===== src/sv/upd_pkg.sv =====
// Shared types, constants and character helpers for the URL percent decoder.
// No dependencies; imported by every module of the block.
package upd_pkg;

   localparam logic [7:0] PCT_CHAR = 8'h25;
   localparam int         MAX_OUT  = 3;

   typedef enum logic [2:0] {
      PEND_NONE = 3'b001,
      PEND_PCT  = 3'b010,
      PEND_DIG  = 3'b100
   } pend_type;

   typedef struct packed {
      logic [1:0]                 count;
      logic [MAX_OUT-1:0][7:0]    bytes;
      logic                       last;
   } cmd_type;

   function automatic logic is_hex(input logic [7:0] c);
      return (c >= 8'h30 && c <= 8'h39) ||
             (c >= 8'h41 && c <= 8'h46) ||
             (c >= 8'h61 && c <= 8'h66);
   endfunction

   function automatic logic [3:0] hex_value(input logic [7:0] c);
      logic [7:0] v;
      v = 8'h00;
      if (c >= 8'h30 && c <= 8'h39) begin
         v = c - 8'h30;
      end else if (c >= 8'h61 && c <= 8'h66) begin
         v = c - 8'h61 + 8'd10;
      end else if (c >= 8'h41 && c <= 8'h46) begin
         v = c - 8'h41 + 8'd10;
      end
      return v[3:0];
   endfunction

endpackage


===== src/sv/url_percent_decoder.sv =====
// URL percent decoder: one input word per cycle while the queue has room.
// Latency: a result shows on the rsp_ ports at the earliest the cycle after its input word.
// Throughput: one result word per cycle from the back end while rsp_pop is high and
// results wait; an input word yields zero to three results, so the command queue of
// DEPTH entries sets how long the input side runs ahead. Synchronous reset empties the
// queue and drops any pending escape.
module url_percent_decoder #(
   parameter int DEPTH = 4
) (
   input  logic       clock,
   input  logic       reset,
   input  logic       req_push,
   output logic       req_full,
   input  logic [7:0] req_byte,
   input  logic       req_end,
   output logic       rsp_empty,
   input  logic       rsp_pop,
   output logic [7:0] rsp_byte,
   output logic       rsp_run_end,
   output logic       rsp_string_end
);
   import upd_pkg::*;

   logic    accept;
   logic    cmd_valid;
   cmd_type cmd;
   logic    q_empty;
   cmd_type q_head;
   logic    q_pop;

   assign accept = req_push && !req_full;

   upd_front u_front (
      .clock     (clock),
      .reset     (reset),
      .accept    (accept),
      .in_byte   (req_byte),
      .in_end    (req_end),
      .cmd_valid (cmd_valid),
      .cmd       (cmd)
   );

   upd_queue #(.DEPTH(DEPTH)) u_queue (
      .clock     (clock),
      .reset     (reset),
      .push      (cmd_valid),
      .push_data (cmd),
      .full      (req_full),
      .pop       (q_pop),
      .empty     (q_empty),
      .head      (q_head)
   );

   upd_back u_back (
      .clock          (clock),
      .reset          (reset),
      .head_valid     (!q_empty),
      .head           (q_head),
      .head_pop       (q_pop),
      .rsp_pop        (rsp_pop),
      .rsp_empty      (rsp_empty),
      .rsp_byte       (rsp_byte),
      .rsp_run_end    (rsp_run_end),
      .rsp_string_end (rsp_string_end)
   );

   assert property (@(posedge clock) disable iff (reset)
      accept && req_end |=> !rsp_empty)
      else $error("end word left no result waiting");

endmodule


===== src/sv/upd_front.sv =====
// Front end: tracks the pending escape and turns each input word into a
// command of zero to three output bytes. Depends on upd_pkg.
module upd_front (
   input  logic             clock,
   input  logic             reset,
   input  logic             accept,
   input  logic [7:0]       in_byte,
   input  logic             in_end,
   output logic             cmd_valid,
   output upd_pkg::cmd_type cmd
);
   import upd_pkg::*;

   pend_type   pend_ff, pend_in;
   logic [7:0] held_ff, held_in;

   always_comb begin
      logic [1:0]              n;
      logic [MAX_OUT-1:0][7:0] bytes;
      pend_type                pend;
      logic                    fresh;
      n     = 2'd0;
      bytes = '0;
      pend  = pend_ff;
      fresh = 1'b0;
      held_in = held_ff;
      unique case (pend_ff)
         PEND_PCT: begin
            if (is_hex(in_byte)) begin
               held_in = in_byte;
               pend    = PEND_DIG;
            end else begin
               bytes[n] = PCT_CHAR;
               n        = n + 2'd1;
               fresh    = 1'b1;
            end
         end
         PEND_DIG: begin
            if (is_hex(in_byte)) begin
               bytes[n] = {hex_value(held_ff), hex_value(in_byte)};
               n        = n + 2'd1;
               pend     = PEND_NONE;
            end else begin
               bytes[n] = PCT_CHAR;
               n        = n + 2'd1;
               bytes[n] = held_ff;
               n        = n + 2'd1;
               fresh    = 1'b1;
            end
         end
         default: begin
            fresh = 1'b1;
         end
      endcase
      if (fresh) begin
         if (in_byte == PCT_CHAR) begin
            pend = PEND_PCT;
         end else begin
            pend     = PEND_NONE;
            bytes[n] = in_byte;
            n        = n + 2'd1;
         end
      end
      if (in_end) begin
         if (pend == PEND_PCT) begin
            bytes[n] = PCT_CHAR;
            n        = n + 2'd1;
         end else if (pend == PEND_DIG) begin
            bytes[n] = PCT_CHAR;
            n        = n + 2'd1;
            bytes[n] = held_in;
            n        = n + 2'd1;
         end
         pend = PEND_NONE;
      end
      pend_in   = pend;
      cmd.count = n;
      cmd.bytes = bytes;
      cmd.last  = in_end;
      cmd_valid = accept && (n != 2'd0);
   end

   always_ff @(posedge clock) begin
      if (reset) begin
         pend_ff <= PEND_NONE;
         held_ff <= 8'h00;
      end else if (accept) begin
         pend_ff <= pend_in;
         held_ff <= held_in;
      end
   end

   assert property (@(posedge clock) disable iff (reset)
      accept && in_end |-> cmd_valid)
      else $error("end word produced no command");

endmodule


===== src/sv/upd_queue.sv =====
// Short command queue between front and back end.
// Depends on upd_pkg for the command word type.
module upd_queue #(
   parameter int DEPTH = 4
) (
   input  logic             clock,
   input  logic             reset,
   input  logic             push,
   input  upd_pkg::cmd_type push_data,
   output logic             full,
   input  logic             pop,
   output logic             empty,
   output upd_pkg::cmd_type head
);
   import upd_pkg::*;

   localparam int PTR_W = (DEPTH > 1) ? $clog2(DEPTH) : 1;
   localparam int CNT_W = $clog2(DEPTH + 1);

   cmd_type          mem_ff [DEPTH];
   logic [PTR_W-1:0] wr_ptr_ff, wr_ptr_in;
   logic [PTR_W-1:0] rd_ptr_ff, rd_ptr_in;
   logic [CNT_W-1:0] count_ff, count_in;
   logic             do_push, do_pop;

   assign full    = (count_ff == CNT_W'(DEPTH));
   assign empty   = (count_ff == '0);
   assign head    = mem_ff[rd_ptr_ff];
   assign do_push = push && !full;
   assign do_pop  = pop && !empty;

   always_comb begin
      wr_ptr_in = wr_ptr_ff;
      rd_ptr_in = rd_ptr_ff;
      count_in  = count_ff;
      if (do_push) begin
         wr_ptr_in = (wr_ptr_ff == PTR_W'(DEPTH - 1)) ? '0 : wr_ptr_ff + PTR_W'(1);
      end
      if (do_pop) begin
         rd_ptr_in = (rd_ptr_ff == PTR_W'(DEPTH - 1)) ? '0 : rd_ptr_ff + PTR_W'(1);
      end
      if (do_push && !do_pop) begin
         count_in = count_ff + CNT_W'(1);
      end else if (do_pop && !do_push) begin
         count_in = count_ff - CNT_W'(1);
      end
   end

   always_ff @(posedge clock) begin
      if (reset) begin
         wr_ptr_ff <= '0;
         rd_ptr_ff <= '0;
         count_ff  <= '0;
      end else begin
         wr_ptr_ff <= wr_ptr_in;
         rd_ptr_ff <= rd_ptr_in;
         count_ff  <= count_in;
      end
   end

   always_ff @(posedge clock) begin
      if (do_push) begin
         mem_ff[wr_ptr_ff] <= push_data;
      end
   end

   assert property (@(posedge clock) disable iff (reset)
      count_ff <= CNT_W'(DEPTH))
      else $error("queue count overflow");

   assert property (@(posedge clock) disable iff (reset)
      do_push && !do_pop |=> !empty && count_ff == $past(count_ff) + CNT_W'(1))
      else $error("queue count lost a push");

endmodule


===== src/sv/upd_back.sv =====
// Back end: walks the head command byte by byte onto the result port.
// Depends on upd_pkg for the command word type.
module upd_back (
   input  logic             clock,
   input  logic             reset,
   input  logic             head_valid,
   input  upd_pkg::cmd_type head,
   output logic             head_pop,
   input  logic             rsp_pop,
   output logic             rsp_empty,
   output logic [7:0]       rsp_byte,
   output logic             rsp_run_end,
   output logic             rsp_string_end
);
   import upd_pkg::*;

   logic [1:0] idx_ff, idx_in;
   logic       last_byte;

   assign last_byte      = (idx_ff == head.count - 2'd1);
   assign rsp_empty      = !head_valid;
   assign rsp_byte       = head.bytes[idx_ff];
   assign rsp_run_end    = last_byte;
   assign rsp_string_end = last_byte && head.last;
   assign head_pop       = rsp_pop && head_valid && last_byte;

   always_comb begin
      idx_in = idx_ff;
      if (rsp_pop && head_valid) begin
         idx_in = last_byte ? 2'd0 : idx_ff + 2'd1;
      end
   end

   always_ff @(posedge clock) begin
      if (reset) begin
         idx_ff <= 2'd0;
      end else begin
         idx_ff <= idx_in;
      end
   end

   assert property (@(posedge clock) disable iff (reset)
      head_valid |-> idx_ff < head.count)
      else $error("byte index beyond command length");

endmodule

===== config.mk =====
export PLATFORM = sky130hd
export DESIGN_NAME = url_percent_decoder
export DESIGN_NICKNAME = d
export VERILOG_FILES = /design/src/sv/upd_pkg.sv /design/src/sv/url_percent_decoder.sv /design/src/sv/upd_front.sv /design/src/sv/upd_queue.sv /design/src/sv/upd_back.sv
export SDC_FILE = /design/constraint.sdc
export NUM_CORES = 1
export LEC_CHECK = 0
export BUFFER_PORTS_ARGS = -buffer_cell sky130_fd_sc_hd__buf_2
export CAP_MARGIN = 20
export CORE_MARGIN = 2
export CORE_UTILIZATION = 45
export DETAILED_ROUTE_END_ITERATION = 7
export PLACE_DENSITY = 0.74
export SYNTH_ARGS = -nofsm -noshare
export SYNTH_HDL_FRONTEND = slang
export SYNTH_SLANG_ARGS = --single-unit

===== constraint.sdc =====
create_clock -name clock -period 4.8 [get_ports clock]
set_clock_uncertainty 0.1 [all_clocks]
set_input_delay 0.96 -clock clock [delete_from_list [all_inputs] [get_ports clock]]
set_output_delay 0.96 -clock clock [all_outputs]
set_load 0.005 [all_outputs]

* Word-level counts from Yosys, hierarchy flattened
Memory sizes are Yosys's and may differ from the RTL's. A register that Yosys moved wholly into a read port is not among the register bits.
Cells that the tools add are included.
** Word-level totals
- Output and inout port bits :: 12
- Bits in writable memories :: 108
- Memories :: 1
- Register bits after elaboration :: 20
- Logic and storage cells :: 138
- Bits of input ports :: 13
** Cells by class
- Add/subtract/negate cells :: 19
- Bitwise operators :: 3
- Muxes and demuxes :: 53
- Reduce and logical (&&, ||, !) cells :: 28
- $lt $le $gt $ge :: 19
- Equal/unequal tests :: 9
** Memories
- u_queue.mem_ff :: words 4, bits a word 27, rd ports 1, clocked after memory_dff 1, write ports 1, RTL line upd_queue.sv:20 : cmd_type mem_ff [DEPTH];
** Operators with widths (count)
- $mux W24 :: 5
- $mux W8 :: 9
- $bwmux W24 :: 2
- $demux W8 S2 :: 3
- $ge A8 B7 Y1 const B :: 4
- $le A8 B7 Y1 const B :: 4
- $mux W2 :: 12
- $mux W4 :: 6
- $sub A4 B1 Y4 const B :: 6
- $logic_and A1 B1 Y1 :: 18
- $mux W3 :: 6
- $add A4 B4 Y4 const B :: 4
- $bmux W8 S2 :: 1
- $ge A8 B6 Y1 const B :: 2
- $le A8 B6 Y1 const B :: 2
- $pmux W8 S2 :: 1
- $and A15 B15 Y15 :: 1
- $not A15 Y15 :: 1
- $add A2 B1 Y2 const B :: 6
- $lt A2 B3 Y1 const B :: 4
- $eq A3 B3 Y1 const B :: 3
- $or A9 B9 Y9 :: 1
- $eq A8 B6 Y1 const B :: 1
- $eq A3 B2 Y1 const B :: 2
- 15 further kinds :: 27

* Longest topological paths before layout
Gate-level depths: netlist of run 1.
- Depth in word-level cells :: 21
- Mapped depth :: 21
- Gate-level depth less buffers :: 20

* Modules after synthesis
A second synthesis of run 1 with hierarchy kept.
** Unflattened totals
- Cell total of the unflattened synthesis :: 438
- Area total of the unflattened synthesis :: 6272.3 um^2
** Modules (own cells, without submodules)
- upd_queue :: cells an instance 191, times used 1, area an instance 4399.2 um^2, sequential area each 3423.3 um^2
- upd_front :: cells an instance 199, times used 1, area an instance 1541.5 um^2, sequential area each 220.2 um^2
- upd_back :: cells an instance 46, times used 1, area an instance 314.1 um^2, sequential area each 40.0 um^2
- url_percent_decoder :: cells an instance 2, times used 1, area an instance 17.5 um^2, sequential area each 0.0 um^2

* Least setup slack after synthesis of run 1
OpenSTA, ideal clock, no wires.
- Path kind :: in2reg
- From :: input port req_byte[0]
- To :: register u_queue.count_ff[2]
- Setup time :: 0.070 ns
- Data arrival time :: 4.850 ns
- Setup slack :: -0.220 ns
- Stages :: 21
- Path buffers :: 2
- Required time :: 4.630 ns
- Cell sequence :: buf_4 -> inv_2 -> ha_1 -> or3b_1 -> nand4b_2 -> o21a_1 -> buf_2 -> a21oi_1 -> ha_1 -> nand2_1 -> o22ai_1 -> inv_1 -> ha_1 -> o41ai_1 -> a31oi_4 -> ha_1 -> inv_1 -> fa_1 -> xor2_1 -> or3_1 -> a21oi_1
** On the way
- Word-level cells in the longest chain between the ends :: 20
- Elaborated cells on any way between the ends :: 40
- Classes of those cells :: add/sub: 3; order compare: 6; eq/ne: 3; mux: 16; reduce/logical: 12
** Ends and longest elaborated chain
- start: declaration :: RTL line url_percent_decoder.sv:14 : input logic [7:0] req_byte,
- $ge A8 B6 Y1 (tied with other cells) :: RTL line upd_pkg.sv:21 : return (c >= 8'h30 && c <= 8'h39) ||
- $logic_and A1 B1 Y1, on equally long branches :: RTL line upd_pkg.sv:21, upd_pkg.sv:22
- $logic_or A1 B1 Y1 :: RTL line upd_pkg.sv:21
- $logic_or A1 B1 Y1 :: RTL line upd_pkg.sv:22 : (c >= 8'h41 && c <= 8'h46) ||
- $mux W2 or $mux W1 (tied branches) :: RTL line upd_front.sv:39, upd_front.sv:29
- $pmux W2 S2 :: RTL line upd_front.sv:27 : unique case (pend_ff)
- $add A2 B1 Y2 :: RTL line upd_front.sv:61 : n = n + 2'd1;
- $mux W2 :: RTL line upd_front.sv:56 : if (in_byte == PCT_CHAR) begin
- [5 not listed]
- $mux W2 (*) :: RTL line upd_front.sv:64 : if (in_end) begin
- $reduce_bool A2 Y1 (*) :: RTL line upd_front.sv:80 : cmd_valid = accept && (n != 2'd0);
- $logic_and A1 B1 Y1 (*) :: RTL line upd_front.sv:80
- $logic_and A1 B1 Y1 (*) :: RTL line upd_queue.sv:29 : assign do_push = push && !full;
- via u_queue.do_push :: RTL line upd_queue.sv:24 : logic do_push, do_pop;
- $logic_not A1 Y1 :: RTL line upd_queue.sv:44 : end else if (do_pop && !do_push) begin
- $logic_and A1 B1 Y1 :: RTL line upd_queue.sv:44
- $reduce_bool A2 Y1 (no source line)
- end signal: assignment :: RTL line upd_queue.sv:57 : count_ff <= count_in;
- end: declaration :: RTL line upd_queue.sv:23 : logic [CNT_W-1:0] count_ff, count_in;
The timed path passes the listed nets; every way through them passes the cells marked *.
A chain may end at the register's enable or synchronous reset.

* Final worst setup path of run 1
- From :: input port req_byte[1]
- To :: register u_queue.count_ff[2]
Same word-level chain as after synthesis.

==> results.ini, run 1 <==
[yosys]
synthCells = 443
synth_top_cell_area_share_pct = 51.3
ys_seq_area_share_pct = 58.2
synth_xor_area_share_pct = 1.23
synth_warnings = 0
synthArstFlopShare_pct = 0
yosys.area_share.adder_pct = 4.67
synth_ff_type = edfxtp_1
synth.distinct_cells = 73
synth_top_family_by_area = multiplexers
yosys.area_share.simple_pct = 9.77
post-synth-top-count-cell = edfxtp_1
synth_edf_count = 108
syn_nets = 479
synthTopCellsByCount = edfxtp_1 (108), nor2_1 (29), mux4_2 (27)
synthMuxAreaShare_pct = 12.6
synth-compound-area-share_pct = 10.9
ys_ff_latch = 130
synthTopCellsByArea = edfxtp_1 (51%), mux4_2 (9.6%), dfxtp_1 (7.0%)
avgSynthCellArea_um2 = 14.3
netlist_area_mm2 = 0.00633
synth_area_leader_cell = edfxtp_1

[cts]
cts_sinks = 130
cts_resized = 0
clockRootBuffer = clkbuf_16
clk_latency_ps = 410
cts_htree_levels = 4
path_clk_slew_ps = 50
cts_tree = built
ctsHoldBuffers = 0
clockBufferDepth = 2
post-cts-setup-buffers = 0
numCtsBuffers = 17

[die]
dieArea_mm2 = 0.0150
core_area_mm2 = 0.0138
initial_core_util_pct = 45.8
fp.dieW_um = 123
die_y_um = 123
rows = 43
ioPinCount = 25

[final_layout]
fin_cells = 677
syn_to_final_growth_pct = 16.7
n_antenna_cell = 0
regArea_mm2 = 0.00368
nets = 521
multi_input_area_mm2 = 0.00256
drive_gt1_share_pct = 27.2
fillers = 1097

[critical_path]
cp_slowest_cell = or3b_4
r2r_start = u_front.pend_ff[2]$_SDFFE_PP0P_
r2r_slack_ps = 920
arrival_ps = 4660
cp-end-kind = register
crit_fanout = 6
cp-startpoint = req_byte[1]
crit_path_start_kind = input pin
critical_path_class = input pin to register
cp.required_ps = 5040
path_buf_inv = 5
max_stage_delay_ps = 390
critPathTopFamily = adder cells
path_cells = buf_2 -> inv_1 -> ha_1 -> or3b_4 -> nand4b_4 -> o21a_1 -> buf_4 -> nand2_4 -> ha_4 -> nand2_1 -> o22ai_2 -> inv_2 -> ha_4 -> o41ai_2 -> a31oi_4 -> ha_2 -> inv_1 -> fa_1 -> xor2_1 -> or3_1 -> a21oi_1

[sta]
post-route-period-util_pct = 92.1
finalHoldWorstSlack_ps = 394
setup-tns-final_ps = 0
drv_slew = 0
slew-limit-headroom_pct = 44.5
setup_violations = 0
finalCriticalPeriod_ps = 4420
rsz0062_at_grt = false
hold_viol_final = 0
clock.fmax_mhz = 226
tightest_slew_ps = 832

[route]
drt_drc_violations_left = 0
drtIter0Drc = 434
wl_per_cell_um = 20.4
via_per_inst = 5.82
drtPass1Iterations = 5
routed_wirelength_mm = 13.8
dr_total_vias = 3938
postRouteAntennaNets = 0

[power_and_ir_drop]
pwr_density_cell_mw_per_mm2 = 446
combPwrFrac_pct = 18.5
leakage_nw = 2.55
p_switching_mw = 0.842
clockPowerShare_pct = 38.8
seqPwrFrac_pct = 42.6
ir_worst_vdd_mv = 0.200
power_switching_share_pct = 25.5
intPower_mw = 2.45

[global_route]
antenna_found_initial = 0
globalRoute.totalOverflow = 0
grt_max_degree = 28
grt_pass1_wl_mm = 21.8
grt.total_usage_pct = 19.8
grt_pass1_vias = 3993

[min_path]
hold_path.class = register to register
worstHoldStart = u_queue.rd_ptr_ff[0]$_SDFFE_PP0P_

[status]
status = finished clean

[placement]
numPortBuffers = 24
dpl.cell_count = 646
place.gp.congestion = 0.916
dp.final_hpwl_mm = 9.17

[flow_run]
drv_cap = 0

==> cell type report <==
class / count / share of cell area (%)
flip-flops and latches: 130 / 49.9
multi-input cells: 277 / 34.7
clock buffers: 18 / 5.81
repair buffers: 43 / 3.56
well taps: 180 / 3.05
clock inverters: 13 / 2.19
inverters: 16 / 0.813
==> kinds of logic (layout without fill, tap and decap cells) <==
| group | count (synthesis) | count (layout) |
|---|---|---|
| flops | 130 | 130 |
| buf+inv | 36 | 90 |
| simple gates | 109 | 109 |
| xor+xnor | 8 | 8 |
| mux | 44 | 44 |
| fa+ha+maj | 23 | 23 |
| compound gates | 93 | 93 |
==> per-layer routing <==
| metal | track usage (%) | vias up | routed length (µm) |
|---|---|---|---|
| li1 | - | 1817 | - |
| met1 | 25.7 | 1963 | 5920 |
| met2 | 32.6 | 132 | 6990 |
| met3 | 3.86 | 26 | 590 |
| met4 | 8.19 | 0 | 278 |
| met5 | 0 | - | 0 |
==> flip-flops by register name, summed over array words and instances (netlist names), named ones only <==
signal	flops
u_queue.wr_ptr_ff	2
u_back.idx_ff	2
u_queue.mem_ff	108
u_front.held_ff	8
u_queue.count_ff	3
u_front.pend_ff	3
u_queue.rd_ptr_ff	2
==> through the flow <==
step | worst slack [ps] | total power [mW] | utilization, % | instance area [µm²]
after floorplan | 5.24 | 1.85 | - | 6410
after global placement | 96.1 | 2.02 | 49.1 | 6790
after detailed placement | 3.24 | 2.05 | 49.1 | 6790
after CTS | 416 | 3.33 | 53.4 | 7380
after global routing | 235 | 3.43 | 53.4 | 7380
final | 379 | 3.30 | 53.4 | 7380
==> power by group through the flow <==
stage | logic, mW | clock network, mW | registers (mW)
floorplan | 0.453 | 0 | 1.40
global placement | 0.604 | 0 | 1.42
detailed placement | 0.619 | 0 | 1.43
CTS | 0.624 | 1.30 | 1.41
global route | 0.671 | 1.34 | 1.42
finish | 0.611 | 1.28 | 1.41
==> worst paths after layout <==
check,cells after the start,end
min reg2reg,2,register
min,2,register
max reg2reg,16,u_queue.count_ff[2]$_SDFFE_PP0P_
max,21,u_queue.count_ff[2]$_SDFFE_PP0P_
==> tightest hold or removal path, stage by stage (launching register included) <==
cell and delay (ps):
dfxtp_1 320, nand2_1 60, a21oi_1 70
==> cells in the final DEF (no fill, tap or decap), types with 3 or more instances in the layout <==
| master | netlist | routed |
|---|---|---|
| nand3_1 | 8 | 8 |
| o21a_1 | 5 | 5 |
| nand2b_1 | 7 | 7 |
| mux2i_1 | 15 | 15 |
| nor3_1 | 8 | 8 |
| nand4_1 | 4 | 4 |
| clkbuf_16 | 0 | 17 |
| and2_1 | 11 | 11 |
| nor2_1 | 29 | 29 |
| mux4_2 | 27 | 27 |
| inv_1 | 15 | 14 |
| a31oi_1 | 5 | 5 |
| clkinv_4 | 0 | 4 |
| o21ai_0 | 12 | 12 |
| buf_2 | 5 | 24 |
| o32ai_1 | 4 | 4 |
| o2bb2ai_1 | 8 | 8 |
| dfxtp_1 | 22 | 21 |
| nand2_1 | 17 | 16 |
| ha_1 | 22 | 18 |
| buf_4 | 4 | 19 |
| a21oi_1 | 21 | 20 |
| xnor2_1 | 5 | 5 |
| bufinv_16 | 0 | 3 |
| nor2b_1 | 3 | 3 |
| a22oi_1 | 4 | 4 |
| edfxtp_1 | 108 | 108 |
| a32oi_1 | 3 | 3 |
| clkinv_2 | 0 | 4 |
Power figures use the tool's default switching activity.
==> run 2, diff against run 1 <==
--- a/config.mk
+++ b/config.mk
@@ -10,6 +10,7 @@
 export CORE_MARGIN = 2
 export CORE_UTILIZATION = 45
 export DETAILED_ROUTE_END_ITERATION = 7
+export MAX_ROUTING_LAYER = met4
 export PLACE_DENSITY = 0.74
 export SYNTH_ARGS = -nofsm -noshare
 export SYNTH_HDL_FRONTEND = slang
==> run 2 against run 1 <==
Against the previous run: sequential cell count unchanged; hold slack better by 7.6 ps; utilization decreased by 0.43 points; total power down 3.4%; design area is 0.81% lower; via count grew 0.89%; clock power shrank 9%; sequential power hardly changed; largest power group unchanged; critical endpoint unchanged; non-clock buffer count is the same.
==> results.ini, run 2 (synthesis results as in run 1) <==
[cts]
clockBufferDepth = 2  ; unchanged
cts_resized = 0  ; unchanged
clockRootBuffer = clkbuf_16
clk_latency_ps = 410  ; about the same
numCtsBuffers = 17  ; unchanged
ctsHoldBuffers = 0  ; unchanged
cts_tree = built
cts_sinks = 130  ; unchanged
path_clk_slew_ps = 50  ; about the same
post-cts-setup-buffers = 0  ; unchanged
cts_htree_levels = 4  ; unchanged

[final_layout]
largest_reg_flops = 108  ; unchanged
fin_util_pct = 53.0  ; -0.43 points
syn_to_final_growth_pct = 15.8
nets = 521  ; unchanged
final_common_cell = edfxtp_1
drive_gt1_share_pct = 25.7  ; -1.5 points
reg_top3 = u_queue.mem_ff: 108 flops, u_front.held_ff: 8 flops
regMostFlops = u_queue.mem_ff
fin_area_mm2 = 0.00732  ; -0.81%
n_antenna_cell = 0  ; unchanged
final_cell_mix = edfxtp_1 (108), nor2_1 (29), mux4_2 (27)

[critical_path]
arrival_ps = 4630  ; -30 ps
crit_path_start_kind = input pin
path_buf_inv = 5  ; unchanged
worst_r2r_path_depth = 16  ; unchanged
reg2reg_to = u_queue.count_ff[2]$_SDFFE_PP0P_
cp_slowest_cell = or3b_4
critical_path_class = input pin to register
r2r_start = u_front.pend_ff[2]$_SDFFE_PP0P_
cp.required_ps = 5050  ; about the same
r2r_slack_ps = 930  ; about the same
crit_fanout = 4  ; -2
cp-end-kind = register
max_stage_delay_ps = 390  ; about the same
path_cells = buf_2 -> inv_1 -> ha_1 -> or3b_4 -> nand4b_4 -> o21a_1 -> buf_4 -> nand2_4 -> ha_4 -> nand2_1 -> o22ai_2 -> inv_2 -> ha_2 -> o2111ai_2 -> a31oi_4 -> ha_2 -> inv_1 -> fa_1 -> xor2_1 -> or3_1 -> a21oi_1
critPathTopFamily = adder cells

[die]
fp.dieW_um = 123  ; unchanged
initial_core_util_pct = 45.8  ; unchanged
core_area_mm2 = 0.0138  ; unchanged
ioPinCount = 25  ; unchanged
rows = 43  ; unchanged
die_y_um = 123  ; unchanged
dieArea_mm2 = 0.0150  ; unchanged

[global_route]
antenna_found_initial = 0  ; unchanged
grt.total_usage_pct = 20.3  ; +0.55 points
grt_pass1_vias = 3974  ; -0.48%
globalRoute.totalOverflow = 0  ; unchanged
grt_pass1_wl_mm = 21.3  ; -2.1%
grt_max_degree = 28  ; unchanged

[route]
drtPass1Iterations = 5  ; unchanged
drtIter0Drc = 420  ; -3.2%
dr_total_vias = 3973  ; +0.89%
drt_drc_violations_left = 0  ; unchanged
routed_wirelength_mm = 13.4  ; -2.7%
via_per_inst = 5.89  ; +1.2%
postRouteAntennaNets = 0  ; unchanged
wl_per_cell_um = 19.9  ; -2.4%

[sta]
rsz0062_at_grt = false
slew-limit-headroom_pct = 46.4  ; +1.9 points
tightest_slew_ps = 803  ; -29.0 ps
finalCriticalPeriod_ps = 4380  ; -36.4 ps
hold_viol_final = 0  ; unchanged
setup_violations = 0  ; unchanged
post-route-period-util_pct = 91.3  ; -0.76 points
drv_slew = 0  ; unchanged
setup-tns-final_ps = 0  ; unchanged
clock.fmax_mhz = 228  ; +0.83%

[power_and_ir_drop]
pwr_density_cell_mw_per_mm2 = 435  ; -2.6%
power.total_mw = 3.18  ; -3.4%
ir_worst_vdd_mv = 0.204  ; +1.8%
leakage_nw = 2.52  ; -1.2%

[min_path]
hold_depth = 2  ; unchanged
hold_path.class = register to register
worstHoldStart = u_queue.rd_ptr_ff[0]$_SDFFE_PP0P_

[placement]
numPortBuffers = 24  ; unchanged
dpl_cell_area_mm2 = 0.00679  ; unchanged
place.gp.congestion = 0.910  ; -0.65%
dp.final_hpwl_mm = 9.09  ; -0.84%

[status]
status = finished clean

[flow_run]
drv_cap = 0  ; unchanged

## run 2: cell types whose count changed in the layout (fill, tap and decap cells not counted), sizes merged
cell / change
clkbuf: +3
clkinv: -2
bufinv: -1
clkinvlp: -1
inv: -1
## run 2: worst max-delay path by stage
stage	from	endpoint	slack [ps]	depth (start not counted)
global route	req_byte[1]	u_queue.count_ff[2]$_SDFFE_PP0P_	210	21
finish	req_byte[1]	u_queue.count_ff[2]$_SDFFE_PP0P_	420	21
CTS	req_byte[1]	u_queue.count_ff[2]$_SDFFE_PP0P_	440	21
floorplan	req_byte[0]	u_queue.count_ff[2]$_SDFFE_PP0P_	5	21
detailed placement	req_byte[1]	u_queue.count_ff[2]$_SDFFE_PP0P_	30	21
global placement	req_byte[1]	u_queue.count_ff[2]$_SDFFE_PP0P_	100	21
## run 2: cell type report
cell class	count	area, µm²
clock buffer	21	440
multi-input combinational	277	2560
clock inverter	8	90.1
sequential	130	3680
inverter	16	60.1
timing repair buffer	43	263
fill	1137	6500
tap	180	225
## run 2: through the flow
step,instances,hold WS [ps],setup slack [ps]
4_1_cts,675,396,438
3_3_place_gp,646,373,96.4
5_1_grt,675,420,208
6_report,675,402,416
3_5_place_dp,646,386,27.4
2_1_floorplan,443,360,5.24
## run 2: tightest hold or removal path, delay by kind of cell (launching register included)
family	cells	cell delay, ps
flops	1	320
compound gates	1	80
simple gates	1	60
## run 2: per-layer routing
| layer | GRT usage, % | routed length (µm) | up-vias |
|---|---|---|---|
| met5 | - | 0 | - |
| met4 | 8.98 | 389 | 0 |
| met3 | 4.60 | 694 | 39 |
| met2 | 31.4 | 6570 | 129 |
| met1 | 25.8 | 5760 | 1994 |
| li1 | - | - | 1811 |
## run 2: report_power, final
part	total, mW	internal [mW]	switching (mW)
registers	1.40	1.35	0.0569
logic	0.608	0.295	0.312
clock network	1.17	0.746	0.427
==> run 3, diff against run 2 <==
--- a/config.mk
+++ b/config.mk
@@ -9,9 +9,11 @@
 export CAP_MARGIN = 20
 export CORE_MARGIN = 2
 export CORE_UTILIZATION = 45
+export CTS_BUF_LIST = sky130_fd_sc_hd__clkbuf_16
 export DETAILED_ROUTE_END_ITERATION = 7
 export MAX_ROUTING_LAYER = met4
 export PLACE_DENSITY = 0.74
 export SYNTH_ARGS = -nofsm -noshare
 export SYNTH_HDL_FRONTEND = slang
 export SYNTH_SLANG_ARGS = --single-unit
+export TNS_END_PERCENT = 10
==> constraint.sdc (replaced) <==
create_clock -name clock -period 4.8 [get_ports clock]
set_clock_uncertainty 0.1 [all_clocks]
set_input_delay 0.24 -clock clock [delete_from_list [all_inputs] [get_ports clock]]
set_output_delay 0.24 -clock clock [all_outputs]
set_load 0.005 [all_outputs]
==> run 3 against run 2 <==
Against the previous run: sequential cell count is the same; hold slack lost 300 ps; sequential share of layout area grew 0.40 points; combinational power shrank 2%; sequential power is essentially flat; largest power group unchanged; highest routed layer unchanged.
==> results.ini, run 3 (synthesis results as in run 1) <==
[status]
status = finished clean

[sta]
setup_slack_ps = 466  ; +50.6 ps
setup_violations = 0  ; unchanged
clock.fmax_mhz = 231  ; +1.2%
finalCriticalPeriod_ps = 4330  ; -50.6 ps
slew-limit-headroom_pct = 43.6  ; -2.8 points
post-route-period-util_pct = 90.3  ; -1.1 points
rsz0062_at_grt = false
hold_viol_final = 0  ; unchanged
tightest_slew_ps = 845  ; +42.2 ps
setup-tns-final_ps = 0  ; unchanged
drv_slew = 0  ; unchanged

[min_path]
hold_path.class = input pin to register

[final_layout]
fillers = 1115  ; -1.9%
regMostFlops = u_queue.mem_ff
drive_gt1_share_pct = 23.7  ; -1.9 points
nets = 516  ; -0.96%
final_common_cell = edfxtp_1
reg_top3 = u_queue.mem_ff: 108 flops, u_front.held_ff: 8 flops
largest_reg_flops = 108  ; unchanged
final_cell_mix = edfxtp_1 (108), nor2_1 (29), mux4_2 (27)
syn_to_final_growth_pct = 14.9

[route]
drt_drc_violations_left = 0  ; unchanged
drtPass1Iterations = 5  ; unchanged
routed_wirelength_mm = 13.7  ; +1.8%
drtIter0Drc = 436  ; +3.8%
dr_total_vias = 3981  ; +0.20%
via_per_inst = 5.91  ; +0.35%
postRouteAntennaNets = 0  ; unchanged
wl_per_cell_um = 20.3  ; +1.9%

[cts]
numCtsBuffers = 17  ; unchanged
cts_tree = built
clockBufferDepth = 2  ; unchanged
clockRootBuffer = clkbuf_16
cts_htree_levels = 4  ; unchanged
ctsHoldBuffers = 0  ; unchanged
post-cts-setup-buffers = 0  ; unchanged
path_clk_slew_ps = 60  ; about the same
cts_resized = 0  ; unchanged
clk_latency_ps = 410  ; about the same
cts_sinks = 130  ; unchanged

[power_and_ir_drop]
pwr_density_cell_mw_per_mm2 = 451  ; +3.7%
power.total_mw = 3.28  ; +2.9%
leakage_nw = 2.51  ; -0.47%
ir_worst_vdd_mv = 0.222  ; +9.0%

[global_route]
antenna_found_initial = 0  ; unchanged
busiest_layer = met2
grt_use_met2_pct = 32.6  ; +1.2 points
met3_usage_pct = 3.53  ; -1.1 points
grt_max_degree = 28  ; unchanged
globalRoute.totalOverflow = 0  ; unchanged
grt_pass1_vias = 4057  ; +2.1%
grt_pass1_wl_mm = 21.9  ; +2.8%
grt_use_met1_pct = 25.8  ; +0.029 points
grt.total_usage_pct = 20.2  ; -0.058 points

[critical_path]
cp-end-kind = register
crit_path_start_kind = input pin
cp_slowest_cell = or3b_1
r2r_slack_ps = 490  ; -440 ps
max_stage_delay_ps = 380  ; about the same
arrival_ps = 4570  ; -60 ps
cp.required_ps = 5040  ; about the same
crit_fanout = 10  ; +6
path_cells = buf_2 -> ha_1 -> or3b_1 -> nand4b_2 -> o21a_1 -> buf_4 -> a21oi_1 -> ha_1 -> nand2_1 -> o22ai_1 -> inv_1 -> ha_1 -> o2111ai_1 -> a31oi_4 -> ha_1 -> inv_1 -> fa_1 -> xor2_1 -> or3_1 -> a21oi_1
critPathTopFamily = adder cells
path_buf_inv = 4  ; -1
cpMostUsedCell = ha_1
critical_path_class = input pin to register

[die]
core_area_mm2 = 0.0138  ; unchanged
dieArea_mm2 = 0.0150  ; unchanged
initial_core_util_pct = 45.8  ; unchanged
ioPinCount = 25  ; unchanged
die_y_um = 123  ; unchanged
rows = 43  ; unchanged
fp.dieW_um = 123  ; unchanged

[placement]
dp.final_hpwl_mm = 9.19  ; +1.1%
place.gp.congestion = 0.964  ; +5.9%
post-place-ws_ps = 112  ; +84.1 ps
numPortBuffers = 24  ; unchanged

[flow_run]
drv_cap = 0  ; unchanged

-- run 3: changes by cell type in the layout (fill, tap and decap cells not counted), moves of 2 or more --
cell	delta
ha_4	-2
inv_1	+3
ha_1	+4
inv_6	+2
buf_4	-5
clkbuf_1	-4
ha_2	-2
clkinv_1	-2
clkinvlp_4	+4
-- run 3: per-layer routing --
| layer | up-vias | wire [µm] |
|---|---|---|
| met3 | 21 | 810 |
| met2 | 142 | 6840 |
| li1 | 1809 | - |
| met5 | - | 0 |
| met1 | 2009 | 5780 |
| met4 | 0 | 229 |
-- run 3: path summary, 6_finish.rpt --
| kind | from | endpoint | cells after the start |
|---|---|---|---|
| max | req_byte[0] | u_queue.count_ff[2]$_SDFFE_PP0P_ | 20 |
| min | req_byte[3] | u_front.held_ff[3]$_SDFFE_PP0P_ | 3 |
| max reg2reg | u_front.pend_ff[1]$_SDFFE_PP0P_ | u_queue.count_ff[2]$_SDFFE_PP0P_ | 15 |
| min reg2reg | u_queue.count_ff[2]$_SDFFE_PP0P_ | u_queue.count_ff[2]$_SDFFE_PP0P_ | 2 |
-- run 3: tightest hold or removal path: stages --
cell and delay (ps):
buf_2 160, mux2i_1 90, nor2_1 70
-- run 3: layout make-up --
| class | count | area, µm² | share of cell area [%] |
|---|---|---|---|
| clock inverters | 15 | 168 | 2.31 |
| repair buffers | 38 | 225 | 3.10 |
| inverters | 16 | 60.1 | 0.826 |
| clock buffers | 17 | 425 | 5.85 |
| well taps | 180 | 225 | 3.10 |
| flip-flops and latches | 130 | 3680 | 50.7 |
| multi-input cells | 277 | 2480 | 34.1 |
| diodes | 1 | 2.50 | 0.0344 |
-- run 3: power breakdown --
part           leakage, nW  switching (mW)  total [mW]  internal, mW
sequential            1.19          0.0574        1.40          1.35
combinational         1.04           0.309       0.598         0.289
clock                0.286           0.465        1.28         0.811
-- run 3: through the flow --
stage / cell area, µm² / utilization (%) / hold slack [ps] / instances
floorplan: 6330 / - / 239 / 443
global placement: 6670 / 48.2 / 369 / 641
detailed placement: 6670 / 48.2 / 398 / 641
CTS: 7260 / 52.5 / 80.7 / 673
global route: 7260 / 52.5 / 134 / 673
finish: 7270 / 52.6 / 97.3 / 674
